### config.mk
export PLATFORM = sky130hd
export DESIGN_NAME = event_timer_with_comparators_unit_flat
export DESIGN_NICKNAME = d
export VERILOG_FILES = /design/src/rtl/core/evt_pkg.sv /design/src/rtl/core/evt_ifs.sv /design/src/rtl/core/evt_core.sv /design/src/rtl/core/event_timer_with_comparators_unit.sv /design/src/flat_wrapper.sv
export SDC_FILE = /design/constraint.sdc
export NUM_CORES = 2
export LEC_CHECK = 0
export BUFFER_PORTS_ARGS = -buffer_cell sky130_fd_sc_hd__buf_4
export CAP_MARGIN = 40
export CORE_UTILIZATION = 40
export CTS_CLUSTER_SIZE = 24
export DETAILED_ROUTE_END_ITERATION = 8
export SYNTH_ARGS = -nofsm -noshare
export SYNTH_HDL_FRONTEND = slang
export SYNTH_SLANG_ARGS = --single-unit
### constraint.sdc
create_clock -name clock -period 7.15 [get_ports clock]
set_clock_uncertainty 0.2 [all_clocks]
set_input_delay 2.145 -clock clock [delete_from_list [all_inputs] [get_ports clock]]
set_output_delay 2.145 -clock clock [all_outputs]
set_load 0.1 [all_outputs]
### src/rtl/core/evt_pkg.sv
// ----------------------------------------------------------------------------
// evt_pkg: shared definitions of the event timer
// Register map, request codes, field widths and the word structs.
// ----------------------------------------------------------------------------
`default_nettype none

package evt_pkg;

   localparam int NUM_TIMERS_DEF = 3;
   localparam int ROUTE_BITS_DEF = 5;

   localparam int DATA_W      = 64;
   localparam int ADDR_W      = 6;
   localparam int MASK_W      = 3;
   localparam int PERIOD_W    = 27;
   localparam int ROUTE_CAP_W = 32;
   localparam int ROUTE_IDX_W = $clog2(ROUTE_CAP_W);
   localparam int CSR_INDEX_W = 2;
   localparam int CSR_DATA_W  = 32;

   localparam logic [ADDR_W-1:0] ADDR_CAPS       = 6'h00;
   localparam logic [ADDR_W-1:0] ADDR_GCFG       = 6'h02;
   localparam logic [ADDR_W-1:0] ADDR_STATUS     = 6'h04;
   localparam logic [ADDR_W-1:0] ADDR_COUNTER    = 6'h1E;
   localparam logic [ADDR_W-1:0] ADDR_TIMER_BASE = 6'h20;

   localparam logic [CSR_INDEX_W-1:0] CSR_PERIOD        = 2'd0;
   localparam logic [CSR_INDEX_W-1:0] CSR_ROUTE_MASK    = 2'd1;
   localparam logic [CSR_INDEX_W-1:0] CSR_PERIODIC_MASK = 2'd2;

   localparam logic [PERIOD_W-1:0]    PERIOD_RESET        = 27'd69841279;
   localparam logic [ROUTE_CAP_W-1:0] ROUTE_MASK_RESET    = '1;
   localparam logic [MASK_W-1:0]      PERIODIC_MASK_RESET = '1;

   localparam logic [7:0] CAPS_REVISION = 8'h01;

   typedef enum logic [1:0] {
      REQ_TICK  = 2'd0,
      REQ_READ  = 2'd1,
      REQ_WRITE = 2'd2,
      REQ_NOP   = 2'd3
   } req_code_type;

   typedef struct packed {
      logic [1:0]        req_type;
      logic [ADDR_W-1:0] addr;
      logic [DATA_W-1:0] wdata;
   } item_type;

   typedef struct packed {
      logic [DATA_W-1:0] rdata;
      logic [MASK_W-1:0] fire_mask;
      logic [MASK_W-1:0] irq_pending_mask;
   } result_type;

   typedef struct packed {
      logic [PERIOD_W-1:0]    period_fs;
      logic [ROUTE_CAP_W-1:0] route_mask;
      logic [MASK_W-1:0]      periodic_mask;
   } cfg_type;

endpackage

`default_nettype wire

### src/rtl/core/evt_ifs.sv
// ----------------------------------------------------------------------------
// evt_ifs: request and response channels
// Valid/ready channels carrying request words and response words.
// ----------------------------------------------------------------------------
`default_nettype none

interface evt_req_if
   import evt_pkg::*;
();
   logic              valid;
   logic              ready;
   logic [1:0]        req_type;
   logic [ADDR_W-1:0] addr;
   logic [DATA_W-1:0] wdata;

   modport source (output valid, req_type, addr, wdata, input ready);
   modport sink   (input valid, req_type, addr, wdata, output ready);
endinterface

interface evt_rsp_if
   import evt_pkg::*;
();
   logic              valid;
   logic              ready;
   logic [DATA_W-1:0] rdata;
   logic [MASK_W-1:0] fire_mask;
   logic [MASK_W-1:0] irq_pending_mask;

   modport source (output valid, rdata, fire_mask, irq_pending_mask, input ready);
   modport sink   (input valid, rdata, fire_mask, irq_pending_mask, output ready);
endinterface

`default_nettype wire

### src/rtl/core/evt_core.sv
// ----------------------------------------------------------------------------
// evt_core: timer state and single-pass update
// Holds counter, comparators, periods and timer control; decodes one word
// and commits the new state when commit is high.
// ----------------------------------------------------------------------------
`default_nettype none

module evt_core
   import evt_pkg::*;
#(
   parameter int NUM_TIMERS = NUM_TIMERS_DEF,
   parameter int ROUTE_BITS = ROUTE_BITS_DEF
) (
   input  wire logic       clock,
   input  wire logic       reset,
   input  wire logic       commit,
   input  wire item_type   item,
   input  wire cfg_type    cfg,
   output      result_type res
);

   localparam int TSEL_W = ADDR_W - 2;

   logic [1:0]            gen_ff, gen_in;
   logic [DATA_W-1:0]     counter_ff, counter_in;
   logic [NUM_TIMERS-1:0] status_ff, status_in;
   logic [DATA_W-1:0]     comp_ff [NUM_TIMERS];
   logic [DATA_W-1:0]     comp_in [NUM_TIMERS];
   logic [DATA_W-1:0]     period_ff [NUM_TIMERS];
   logic [DATA_W-1:0]     period_in [NUM_TIMERS];
   logic [NUM_TIMERS-1:0] int_en_ff, int_en_in;
   logic [NUM_TIMERS-1:0] periodic_ff, periodic_in;
   logic [NUM_TIMERS-1:0] valset_ff, valset_in;
   logic [ROUTE_BITS-1:0] route_ff [NUM_TIMERS];
   logic [ROUTE_BITS-1:0] route_in [NUM_TIMERS];

   logic [NUM_TIMERS-1:0]  pcap;
   logic [NUM_TIMERS-1:0]  fire;
   logic [DATA_W-1:0]      counter_inc;
   logic [DATA_W-1:0]      rdata;
   logic [ADDR_W-1:0]      off;
   logic [TSEL_W-1:0]      tsel;
   logic                   timer_hit;
   logic                   is_cfg;
   logic [ROUTE_BITS-1:0]  want;
   logic [ROUTE_IDX_W-1:0] want_idx;
   logic                   route_ok;
   logic                   is_tick, is_read, is_write;

   for (genvar g = 0; g < NUM_TIMERS; g++) begin : g_pcap
      if (g < MASK_W) begin : g_cap
         assign pcap[g] = cfg.periodic_mask[g];
      end else begin : g_nocap
         assign pcap[g] = 1'b0;
      end
   end

   assign is_tick  = item.req_type == REQ_TICK;
   assign is_read  = item.req_type == REQ_READ;
   assign is_write = item.req_type == REQ_WRITE;

   assign off       = item.addr - ADDR_TIMER_BASE;
   assign tsel      = off[ADDR_W-1:2];
   assign timer_hit = (item.addr >= ADDR_TIMER_BASE) && !off[1];
   assign is_cfg    = !off[0];
   assign want      = item.wdata[9 +: ROUTE_BITS];
   assign want_idx  = ROUTE_IDX_W'(want);
   assign route_ok  = cfg.route_mask[want_idx];

   assign counter_inc = counter_ff + DATA_W'(1);

   always_comb begin
      gen_in      = gen_ff;
      counter_in  = counter_ff;
      status_in   = status_ff;
      comp_in     = comp_ff;
      period_in   = period_ff;
      int_en_in   = int_en_ff;
      periodic_in = periodic_ff;
      valset_in   = valset_ff;
      route_in    = route_ff;
      fire        = '0;
      rdata       = '0;

      if (is_tick && gen_ff[0]) begin
         counter_in = counter_inc;
         for (int n = 0; n < NUM_TIMERS; n++) begin
            if (counter_inc == comp_ff[n]) begin
               if (int_en_ff[n]) begin
                  status_in[n] = 1'b1;
                  fire[n]      = 1'b1;
               end
               if (periodic_ff[n] && pcap[n]) begin
                  comp_in[n] = comp_ff[n] + period_ff[n];
               end
            end
         end
      end

      if (is_read) begin
         unique case (item.addr)
            ADDR_CAPS: begin
               rdata[32 +: PERIOD_W] = cfg.period_fs;
               rdata[15]             = 1'b1;
               rdata[13]             = 1'b1;
               rdata[12:8]           = 5'(NUM_TIMERS - 1);
               rdata[7:0]            = CAPS_REVISION;
            end
            ADDR_GCFG:    rdata = DATA_W'(gen_ff);
            ADDR_STATUS:  rdata = DATA_W'(status_ff);
            ADDR_COUNTER: rdata = counter_ff;
            default: begin
               for (int n = 0; n < NUM_TIMERS; n++) begin
                  if (timer_hit && int'(tsel) == n) begin
                     if (is_cfg) begin
                        rdata[63:32]            = cfg.route_mask;
                        rdata[9 +: ROUTE_BITS]  = route_ff[n];
                        rdata[6]                = valset_ff[n];
                        rdata[5]                = 1'b1;
                        rdata[4]                = pcap[n];
                        rdata[3]                = periodic_ff[n] && pcap[n];
                        rdata[2]                = int_en_ff[n];
                     end else begin
                        rdata = comp_ff[n];
                     end
                  end
               end
            end
         endcase
      end

      if (is_write) begin
         unique case (item.addr)
            ADDR_GCFG:    gen_in = item.wdata[1:0];
            ADDR_STATUS:  status_in = status_ff & ~item.wdata[NUM_TIMERS-1:0];
            ADDR_COUNTER: counter_in = item.wdata;
            default: begin
               for (int n = 0; n < NUM_TIMERS; n++) begin
                  if (timer_hit && int'(tsel) == n) begin
                     if (is_cfg) begin
                        int_en_in[n]   = item.wdata[2];
                        periodic_in[n] = item.wdata[3];
                        valset_in[n]   = item.wdata[6];
                        if (route_ok) begin
                           route_in[n] = want;
                        end
                     end else if (!(periodic_ff[n] && pcap[n])) begin
                        comp_in[n] = item.wdata;
                     end else if (valset_ff[n]) begin
                        comp_in[n]   = item.wdata;
                        period_in[n] = item.wdata;
                        valset_in[n] = 1'b0;
                     end else begin
                        period_in[n] = item.wdata;
                     end
                  end
               end
            end
         endcase
      end
   end

   assign res.rdata            = rdata;
   assign res.fire_mask        = MASK_W'(fire);
   assign res.irq_pending_mask = MASK_W'(status_in);

   always_ff @(posedge clock) begin
      if (reset) begin
         gen_ff      <= '0;
         counter_ff  <= '0;
         status_ff   <= '0;
         int_en_ff   <= '0;
         periodic_ff <= '0;
         valset_ff   <= '0;
         for (int n = 0; n < NUM_TIMERS; n++) begin
            comp_ff[n]   <= '1;
            period_ff[n] <= '0;
            route_ff[n]  <= '0;
         end
      end else if (commit) begin
         gen_ff      <= gen_in;
         counter_ff  <= counter_in;
         status_ff   <= status_in;
         comp_ff     <= comp_in;
         period_ff   <= period_in;
         int_en_ff   <= int_en_in;
         periodic_ff <= periodic_in;
         valset_ff   <= valset_in;
         route_ff    <= route_in;
      end
   end

   a_fire_only_on_tick: assert property (@(posedge clock) disable iff (reset)
      commit && !is_tick |-> res.fire_mask == '0)
      else $error("fire on a word that is not a tick");

   a_counter_advance: assert property (@(posedge clock) disable iff (reset)
      commit && is_tick && gen_ff[0] |=> counter_ff == $past(counter_inc))
      else $error("counter missed a tick");

   a_status_clear: assert property (@(posedge clock) disable iff (reset)
      commit && is_write && item.addr == ADDR_STATUS
      |=> (status_ff & $past(item.wdata[NUM_TIMERS-1:0])) == '0)
      else $error("status bits not cleared by write");

endmodule

`default_nettype wire

### src/rtl/core/event_timer_with_comparators_unit.sv
// ----------------------------------------------------------------------------
// event_timer_with_comparators_unit: event timer with comparators
// Valid/ready request and response channels around the timer core.
// ----------------------------------------------------------------------------
// Each request word is a counter tick, a register read or a register write
// (64-bit register words, index in addr). Every request word gives exactly
// one response word: read data, the timers that fired on a tick, and the
// interrupt status after the word.
// A request word is taken into an input register, processed in one pass of
// the core logic and its response captured in the output register: with the
// output free, one word per cycle is sustained.
// When the receiver stalls, the response register holds and the input
// register keeps one more word; ready drops only when both are full.
// Configuration (tick period, route mask, periodic mask) is written by the user
// through the csr_ port only while no word is in flight; the block does not enforce it.
// Reset empties both registers and brings the timer state to its defaults:
// counter halted at zero, comparators all ones, periods and control zero.
// ----------------------------------------------------------------------------
`default_nettype none

module event_timer_with_comparators_unit
   import evt_pkg::*;
#(
   parameter int NUM_TIMERS = NUM_TIMERS_DEF,
   parameter int ROUTE_BITS = ROUTE_BITS_DEF
) (
   input  wire logic                   clock,
   input  wire logic                   reset,
   evt_req_if.sink                     req_if,
   evt_rsp_if.source                   rsp_if,
   input  wire logic                   csr_wen,
   input  wire logic [CSR_INDEX_W-1:0] csr_index,
   input  wire logic [CSR_DATA_W-1:0]  csr_wdata
);

   cfg_type    cfg_ff;
   item_type   item_ff;
   logic       s1_valid_ff, s1_valid_in;
   result_type result_ff;
   result_type res;
   logic       rsp_valid_ff, rsp_valid_in;
   logic       advance;
   logic       req_accept;

   assign advance       = s1_valid_ff && (!rsp_valid_ff || rsp_if.ready);
   assign req_if.ready  = !s1_valid_ff || advance;
   assign req_accept    = req_if.valid && req_if.ready;
   assign s1_valid_in   = req_accept || (s1_valid_ff && !advance);
   assign rsp_valid_in  = advance || (rsp_valid_ff && !rsp_if.ready);

   always_ff @(posedge clock) begin
      if (reset) begin
         cfg_ff.period_fs     <= PERIOD_RESET;
         cfg_ff.route_mask    <= ROUTE_MASK_RESET;
         cfg_ff.periodic_mask <= PERIODIC_MASK_RESET;
      end else if (csr_wen) begin
         case (csr_index)
            CSR_PERIOD:        cfg_ff.period_fs     <= csr_wdata[PERIOD_W-1:0];
            CSR_ROUTE_MASK:    cfg_ff.route_mask    <= csr_wdata[ROUTE_CAP_W-1:0];
            CSR_PERIODIC_MASK: cfg_ff.periodic_mask <= csr_wdata[MASK_W-1:0];
            default: ;
         endcase
      end
   end

   always_ff @(posedge clock) begin
      if (reset) begin
         s1_valid_ff  <= 1'b0;
         rsp_valid_ff <= 1'b0;
      end else begin
         s1_valid_ff  <= s1_valid_in;
         rsp_valid_ff <= rsp_valid_in;
      end
   end

   always_ff @(posedge clock) begin
      if (req_accept) begin
         item_ff.req_type <= req_if.req_type;
         item_ff.addr     <= req_if.addr;
         item_ff.wdata    <= req_if.wdata;
      end
      if (advance) begin
         result_ff <= res;
      end
   end

   evt_core #(
      .NUM_TIMERS (NUM_TIMERS),
      .ROUTE_BITS (ROUTE_BITS)
   ) u_core (
      .clock  (clock),
      .reset  (reset),
      .commit (advance),
      .item   (item_ff),
      .cfg    (cfg_ff),
      .res    (res)
   );

   assign rsp_if.valid            = rsp_valid_ff;
   assign rsp_if.rdata            = result_ff.rdata;
   assign rsp_if.fire_mask        = result_ff.fire_mask;
   assign rsp_if.irq_pending_mask = result_ff.irq_pending_mask;

   a_hold_word: assert property (@(posedge clock) disable iff (reset)
      s1_valid_ff && !advance |=> s1_valid_ff && $stable(item_ff))
      else $error("stalled request word lost");

   a_accept_room: assert property (@(posedge clock) disable iff (reset)
      req_accept && s1_valid_ff |-> advance)
      else $error("request word accepted over a held word");

   a_advance_shows: assert property (@(posedge clock) disable iff (reset)
      advance |=> rsp_valid_ff)
      else $error("processed word has no response");

endmodule

`default_nettype wire

### src/flat_wrapper.sv
// flat-port wrapper written by rule: the top's interface ports become plain ports
module event_timer_with_comparators_unit_flat import evt_pkg::*;
#(
   parameter int NUM_TIMERS = NUM_TIMERS_DEF,
   parameter int ROUTE_BITS = ROUTE_BITS_DEF
)
  (clock, reset, csr_wen, csr_index, csr_wdata, req_if_valid, req_if_req_type, req_if_addr, req_if_wdata, req_if_ready, rsp_if_valid, rsp_if_rdata, rsp_if_fire_mask, rsp_if_irq_pending_mask, rsp_if_ready);
  evt_req_if req_if_i ();
  evt_rsp_if rsp_if_i ();
  input  wire logic clock;
  input  wire logic reset;
  input  wire logic csr_wen;
  input  wire logic [CSR_INDEX_W-1:0] csr_index;
  input  wire logic [CSR_DATA_W-1:0] csr_wdata;
  input wire logic [$bits(req_if_i.valid)-1:0] req_if_valid;
  input wire logic [$bits(req_if_i.req_type)-1:0] req_if_req_type;
  input wire logic [$bits(req_if_i.addr)-1:0] req_if_addr;
  input wire logic [$bits(req_if_i.wdata)-1:0] req_if_wdata;
  output wire logic [$bits(req_if_i.ready)-1:0] req_if_ready;
  output wire logic [$bits(rsp_if_i.valid)-1:0] rsp_if_valid;
  output wire logic [$bits(rsp_if_i.rdata)-1:0] rsp_if_rdata;
  output wire logic [$bits(rsp_if_i.fire_mask)-1:0] rsp_if_fire_mask;
  output wire logic [$bits(rsp_if_i.irq_pending_mask)-1:0] rsp_if_irq_pending_mask;
  input wire logic [$bits(rsp_if_i.ready)-1:0] rsp_if_ready;
  assign req_if_i.valid = req_if_valid;
  assign req_if_i.req_type = req_if_req_type;
  assign req_if_i.addr = req_if_addr;
  assign req_if_i.wdata = req_if_wdata;
  assign req_if_ready = req_if_i.ready;
  assign rsp_if_valid = rsp_if_i.valid;
  assign rsp_if_rdata = rsp_if_i.rdata;
  assign rsp_if_fire_mask = rsp_if_i.fire_mask;
  assign rsp_if_irq_pending_mask = rsp_if_i.irq_pending_mask;
  assign rsp_if_i.ready = rsp_if_ready;
  event_timer_with_comparators_unit #(.NUM_TIMERS(NUM_TIMERS), .ROUTE_BITS(ROUTE_BITS)) u_core (.clock(clock), .reset(reset), .req_if(req_if_i), .rsp_if(rsp_if_i), .csr_wen(csr_wen), .csr_index(csr_index), .csr_wdata(csr_wdata));
endmodule
==> reports/qor.txt <==
Status -> completed
Max Slew Vio Count -> 0
Worst reg2reg startpoint -> u_core.u_core.counter_ff[4]$_SDFFE_PP0P_
Synth top area share -> 0.233
Worst-skew pair later-pin latency -> 710 ps
Remaining global-route overflow -> 0
CORE AREA -> 115,000 um2
Synth Flop Type -> dfxtp_1
Startpoint types -> flop
# IOs -> 183
Cells after Synth -> 5,852
Period utilization -> 0.887
Crit path time final -> 6340 ps
TritonCTS clock tree -> yes
Final wirelength -> 242,000 um
Hold Path Class -> flop to flop
Die ar. -> 118,000 um2
Clk slew on worst S/H paths -> 60 ps
Leak pwr -> 20.9 nW
Synth Warn # -> 0
Pin count of the biggest net entering global routing -> 164
Max clock buf depth -> 3
DPL Wire Length -> 185,000 um
Net Count, Synth -> 6,156
Initial DRC count -> 6,473
Arrival time worst endpoint -> 6770 ps
Design Area, Final -> 53,300 um2
Kind of critical path -> flop to flop
EDFF count, synth -> 142
CP endpoint kind -> flop
Fin. Hold Viols -> 0
Final ANT Viol Nets -> 0
Hold wc startpoint -> u_core.u_core.period_ff[15]$_SDFFE_PP0P_
Post-cts resize count -> 0
Clock Sink Count -> 683
Drt pass-1 iters -> 9
Post-CTS setup repair buffer count -> 0
Total Neg Setup Slack -> 0 ps
Via Count -> 48,600
Final setup viols -> 0
#FFs+latches synth -> 683
Port buffer count -> 182
Ranking of synthesized cells by area -> dfxtp_1 (23%), edfxtp_1 (9.2%), a21oi_1 (7.3%), nand2_1 (6.9%), ha_1 (5.1%)
Rows -> 124
CTS Buf Count -> 83
Global-route wire length before repair -> 334,000 um
Final Power -> 10.0 mW
Fin nets -> 6,224
Fin cells -> 7,501
# fillers -> 11,500
Crit. Startpoint -> u_core.u_core.counter_ff[4]$_SDFFE_PP0P_
Worst Reg2Reg Path Length in Cells -> 18
FFs w/ async S/R, synth -> 0
Vias/cell -> 6.48
# DRC -> 0
Fmax -> 158 MHz
DR WL/cell -> 32.3 um
Initial Utilization -> 0.405
Initial antenna violation count -> 16
Slew HR -> 0.194
Final WS setup -> 811 ps
Max Cap Viol -> 0
IR drop worst, VDD -> 0.176 mV
R2r setup slk -> 810 ps
Routability Congestion -> 1.06
Pwr dens -> 188 nW/um2
CP endpoint -> u_core.u_core.comp_ff[82]$_SDFFE_PP1P_
Root Driver -> clkbuf_16
Die X -> 343 um
Vias in the first global route -> 44,500
Dpl ws -> 965 ps
Tightest Pin Transition -> 1210 ps
Most common cell in the netlist -> nand2_1
Layout area overhead -> 14.6%
Biggest area consumer among synthesized cells -> dfxtp_1
Die height -> 343 um
Placed Cells incl. Taps -> 7,345
Fraction of layout cells with a size suffix above 1 -> 0.117
Critical-path maximum fanout -> 18
Synth unique cells -> 94
Global Route Usage Sum -> 0.397
Post-Syn Area -> 46,500 um2
Placed cell areas -> 50,300 um2
Critical R2R Capture -> u_core.u_core.comp_ff[82]$_SDFFE_PP1P_
H-tree depth -> 3
Hold-fix buffers, CTS -> 0
CP Data Required Time -> 7590 ps
Most frequent cells after synthesis -> nand2_1 (850), a21oi_1 (675), dfxtp_1 (541)
RSZ-0062 raised after global routing -> no
Syn avg cell area -> 7.94 um2
Sequential area share after synthesis -> 0.325
[where the power goes]
group	switching (mW)	internal, mW	total (mW)
logic	0.773	0.348	1.12
registers	0.242	4.04	4.28
clock network	1.91	2.69	4.61
[registers in the layout (all words and copies together) (netlist names)]
| name | flops |
|---|---|
| u_core.rsp_if.fire_mask | 3 |
| u_core.rsp_if.irq_pending_mask | 3 |
| u_core.u_core.periodic_ff | 3 |
| u_core.item_ff | 72 |
| u_core.u_core.valset_ff | 3 |
| u_core.u_core.counter_ff | 64 |
| u_core.u_core.period_ff | 192 |
| u_core.rsp_if.rdata | 64 |
| u_core.u_core.gen_ff | 2 |
| u_core.s1_valid_ff | 1 |
| u_core.cfg_ff | 62 |
| u_core.u_core.int_en_ff | 3 |
| u_core.u_core.status_ff | 3 |
| u_core.rsp_if.valid | 1 |
| u_core.u_core.comp_ff | 192 |
| u_core.u_core.route_ff | 15 |
[how the worst min path moves through the flow]
| stage | end | cells after the start |
|---|---|---|
| floorplan | u_core.u_core.period_ff[6]$_SDFFE_PP0P_ | 2 |
| global placement | u_core.u_core.period_ff[36]$_SDFFE_PP0P_ | 2 |
| detailed placement | u_core.cfg_ff[52]$_SDFFE_PP0P_ | 2 |
| CTS | u_core.u_core.period_ff[55]$_SDFFE_PP0P_ | 2 |
| global route | u_core.u_core.period_ff[43]$_SDFFE_PP0P_ | 2 |
| finish | u_core.u_core.period_ff[15]$_SDFFE_PP0P_ | 2 |
[through the flow]
step           hold WS [ps]   util
6_report                256  0.464
5_1_grt                 271  0.464
4_1_cts                 259  0.464
3_5_place_dp            250  0.438
3_3_place_gp            242  0.437
2_1_floorplan           236      -
[logic make-up (layout without fill, tap and decap cells)]
group	Yosys count	in the layout	share of synthesized area
and+or+nand+nor	1997	1997	0.203
xor gates and xnor gates	370	370	0.0753
muxes	100	100	0.0248
DFF	683	683	0.325
adders and majority gates	193	193	0.0524
buffers and inverters	559	694	0.0476
other	0	2	0
AOI/OAI and AO/OA	1950	1950	0.272
[metal layers]
layer  GRT usage  share of wire  up-vias
met4       0.178          0.050       18
met5           0        0.00055        -
met2       0.570           0.41     2798
li1            -              -    21600
met3       0.106           0.12      490
met1       0.553           0.42    23700
[worst max-delay path: stages (launching register included)]
cell,delay (ps)
dfxtp_1,630
nand4_4,410
or4_1,880
buf_4,290
nor4_1,750
xnor2_1,270
xnor2_1,180
a2111oi_1,370
buf_4,240
o2111ai_1,270
nor4_1,310
buf_4,200
nand3_1,90
buf_4,170
nor2_2,220
buf_12,200
o311ai_0,130
a311oi_1,310
a211o_1,140
[placed cells by master, fill, tap and decap left out, types with 39 or more instances in the layout]
| cell type | synthesis | layout |
|---|---|---|
| inv_1 | 105 | 104 |
| ha_1 | 190 | 190 |
| nor2_1 | 432 | 425 |
| edfxtp_1 | 142 | 142 |
| a211o_1 | 70 | 70 |
| a211oi_1 | 69 | 69 |
| dfxtp_1 | 541 | 541 |
| nor3_1 | 94 | 88 |
| a221oi_1 | 60 | 60 |
| a21oi_1 | 675 | 675 |
| nand2b_1 | 56 | 54 |
| nor4_1 | 55 | 54 |
| nand4_1 | 82 | 82 |
| nand2_1 | 850 | 846 |
| xor2_1 | 146 | 146 |
| o31ai_1 | 48 | 48 |
| a21o_1 | 169 | 169 |
| a31oi_1 | 39 | 39 |
| a22oi_1 | 93 | 93 |
| o21ai_0 | 325 | 325 |
| nand3_1 | 106 | 106 |
| mux2i_1 | 70 | 70 |
| clkbuf_16 | 0 | 85 |
| xnor2_1 | 205 | 205 |
| nand3b_1 | 57 | 57 |
| buf_4 | 10 | 401 |
[layout make-up]
type,count,area [um2],share of cell area
clock buffer,118,2370,0.0445
inverter,105,399,0.00749
clock inverter,34,531,0.00996
multi-input combinational,4610,29300,0.551
antenna,2,5.00,0.0000940
timing repair buffer,437,3640,0.0684
tap,1512,1890,0.0355
sequential,683,15100,0.283
No activity file was read; power rests on OpenSTA's default activity.
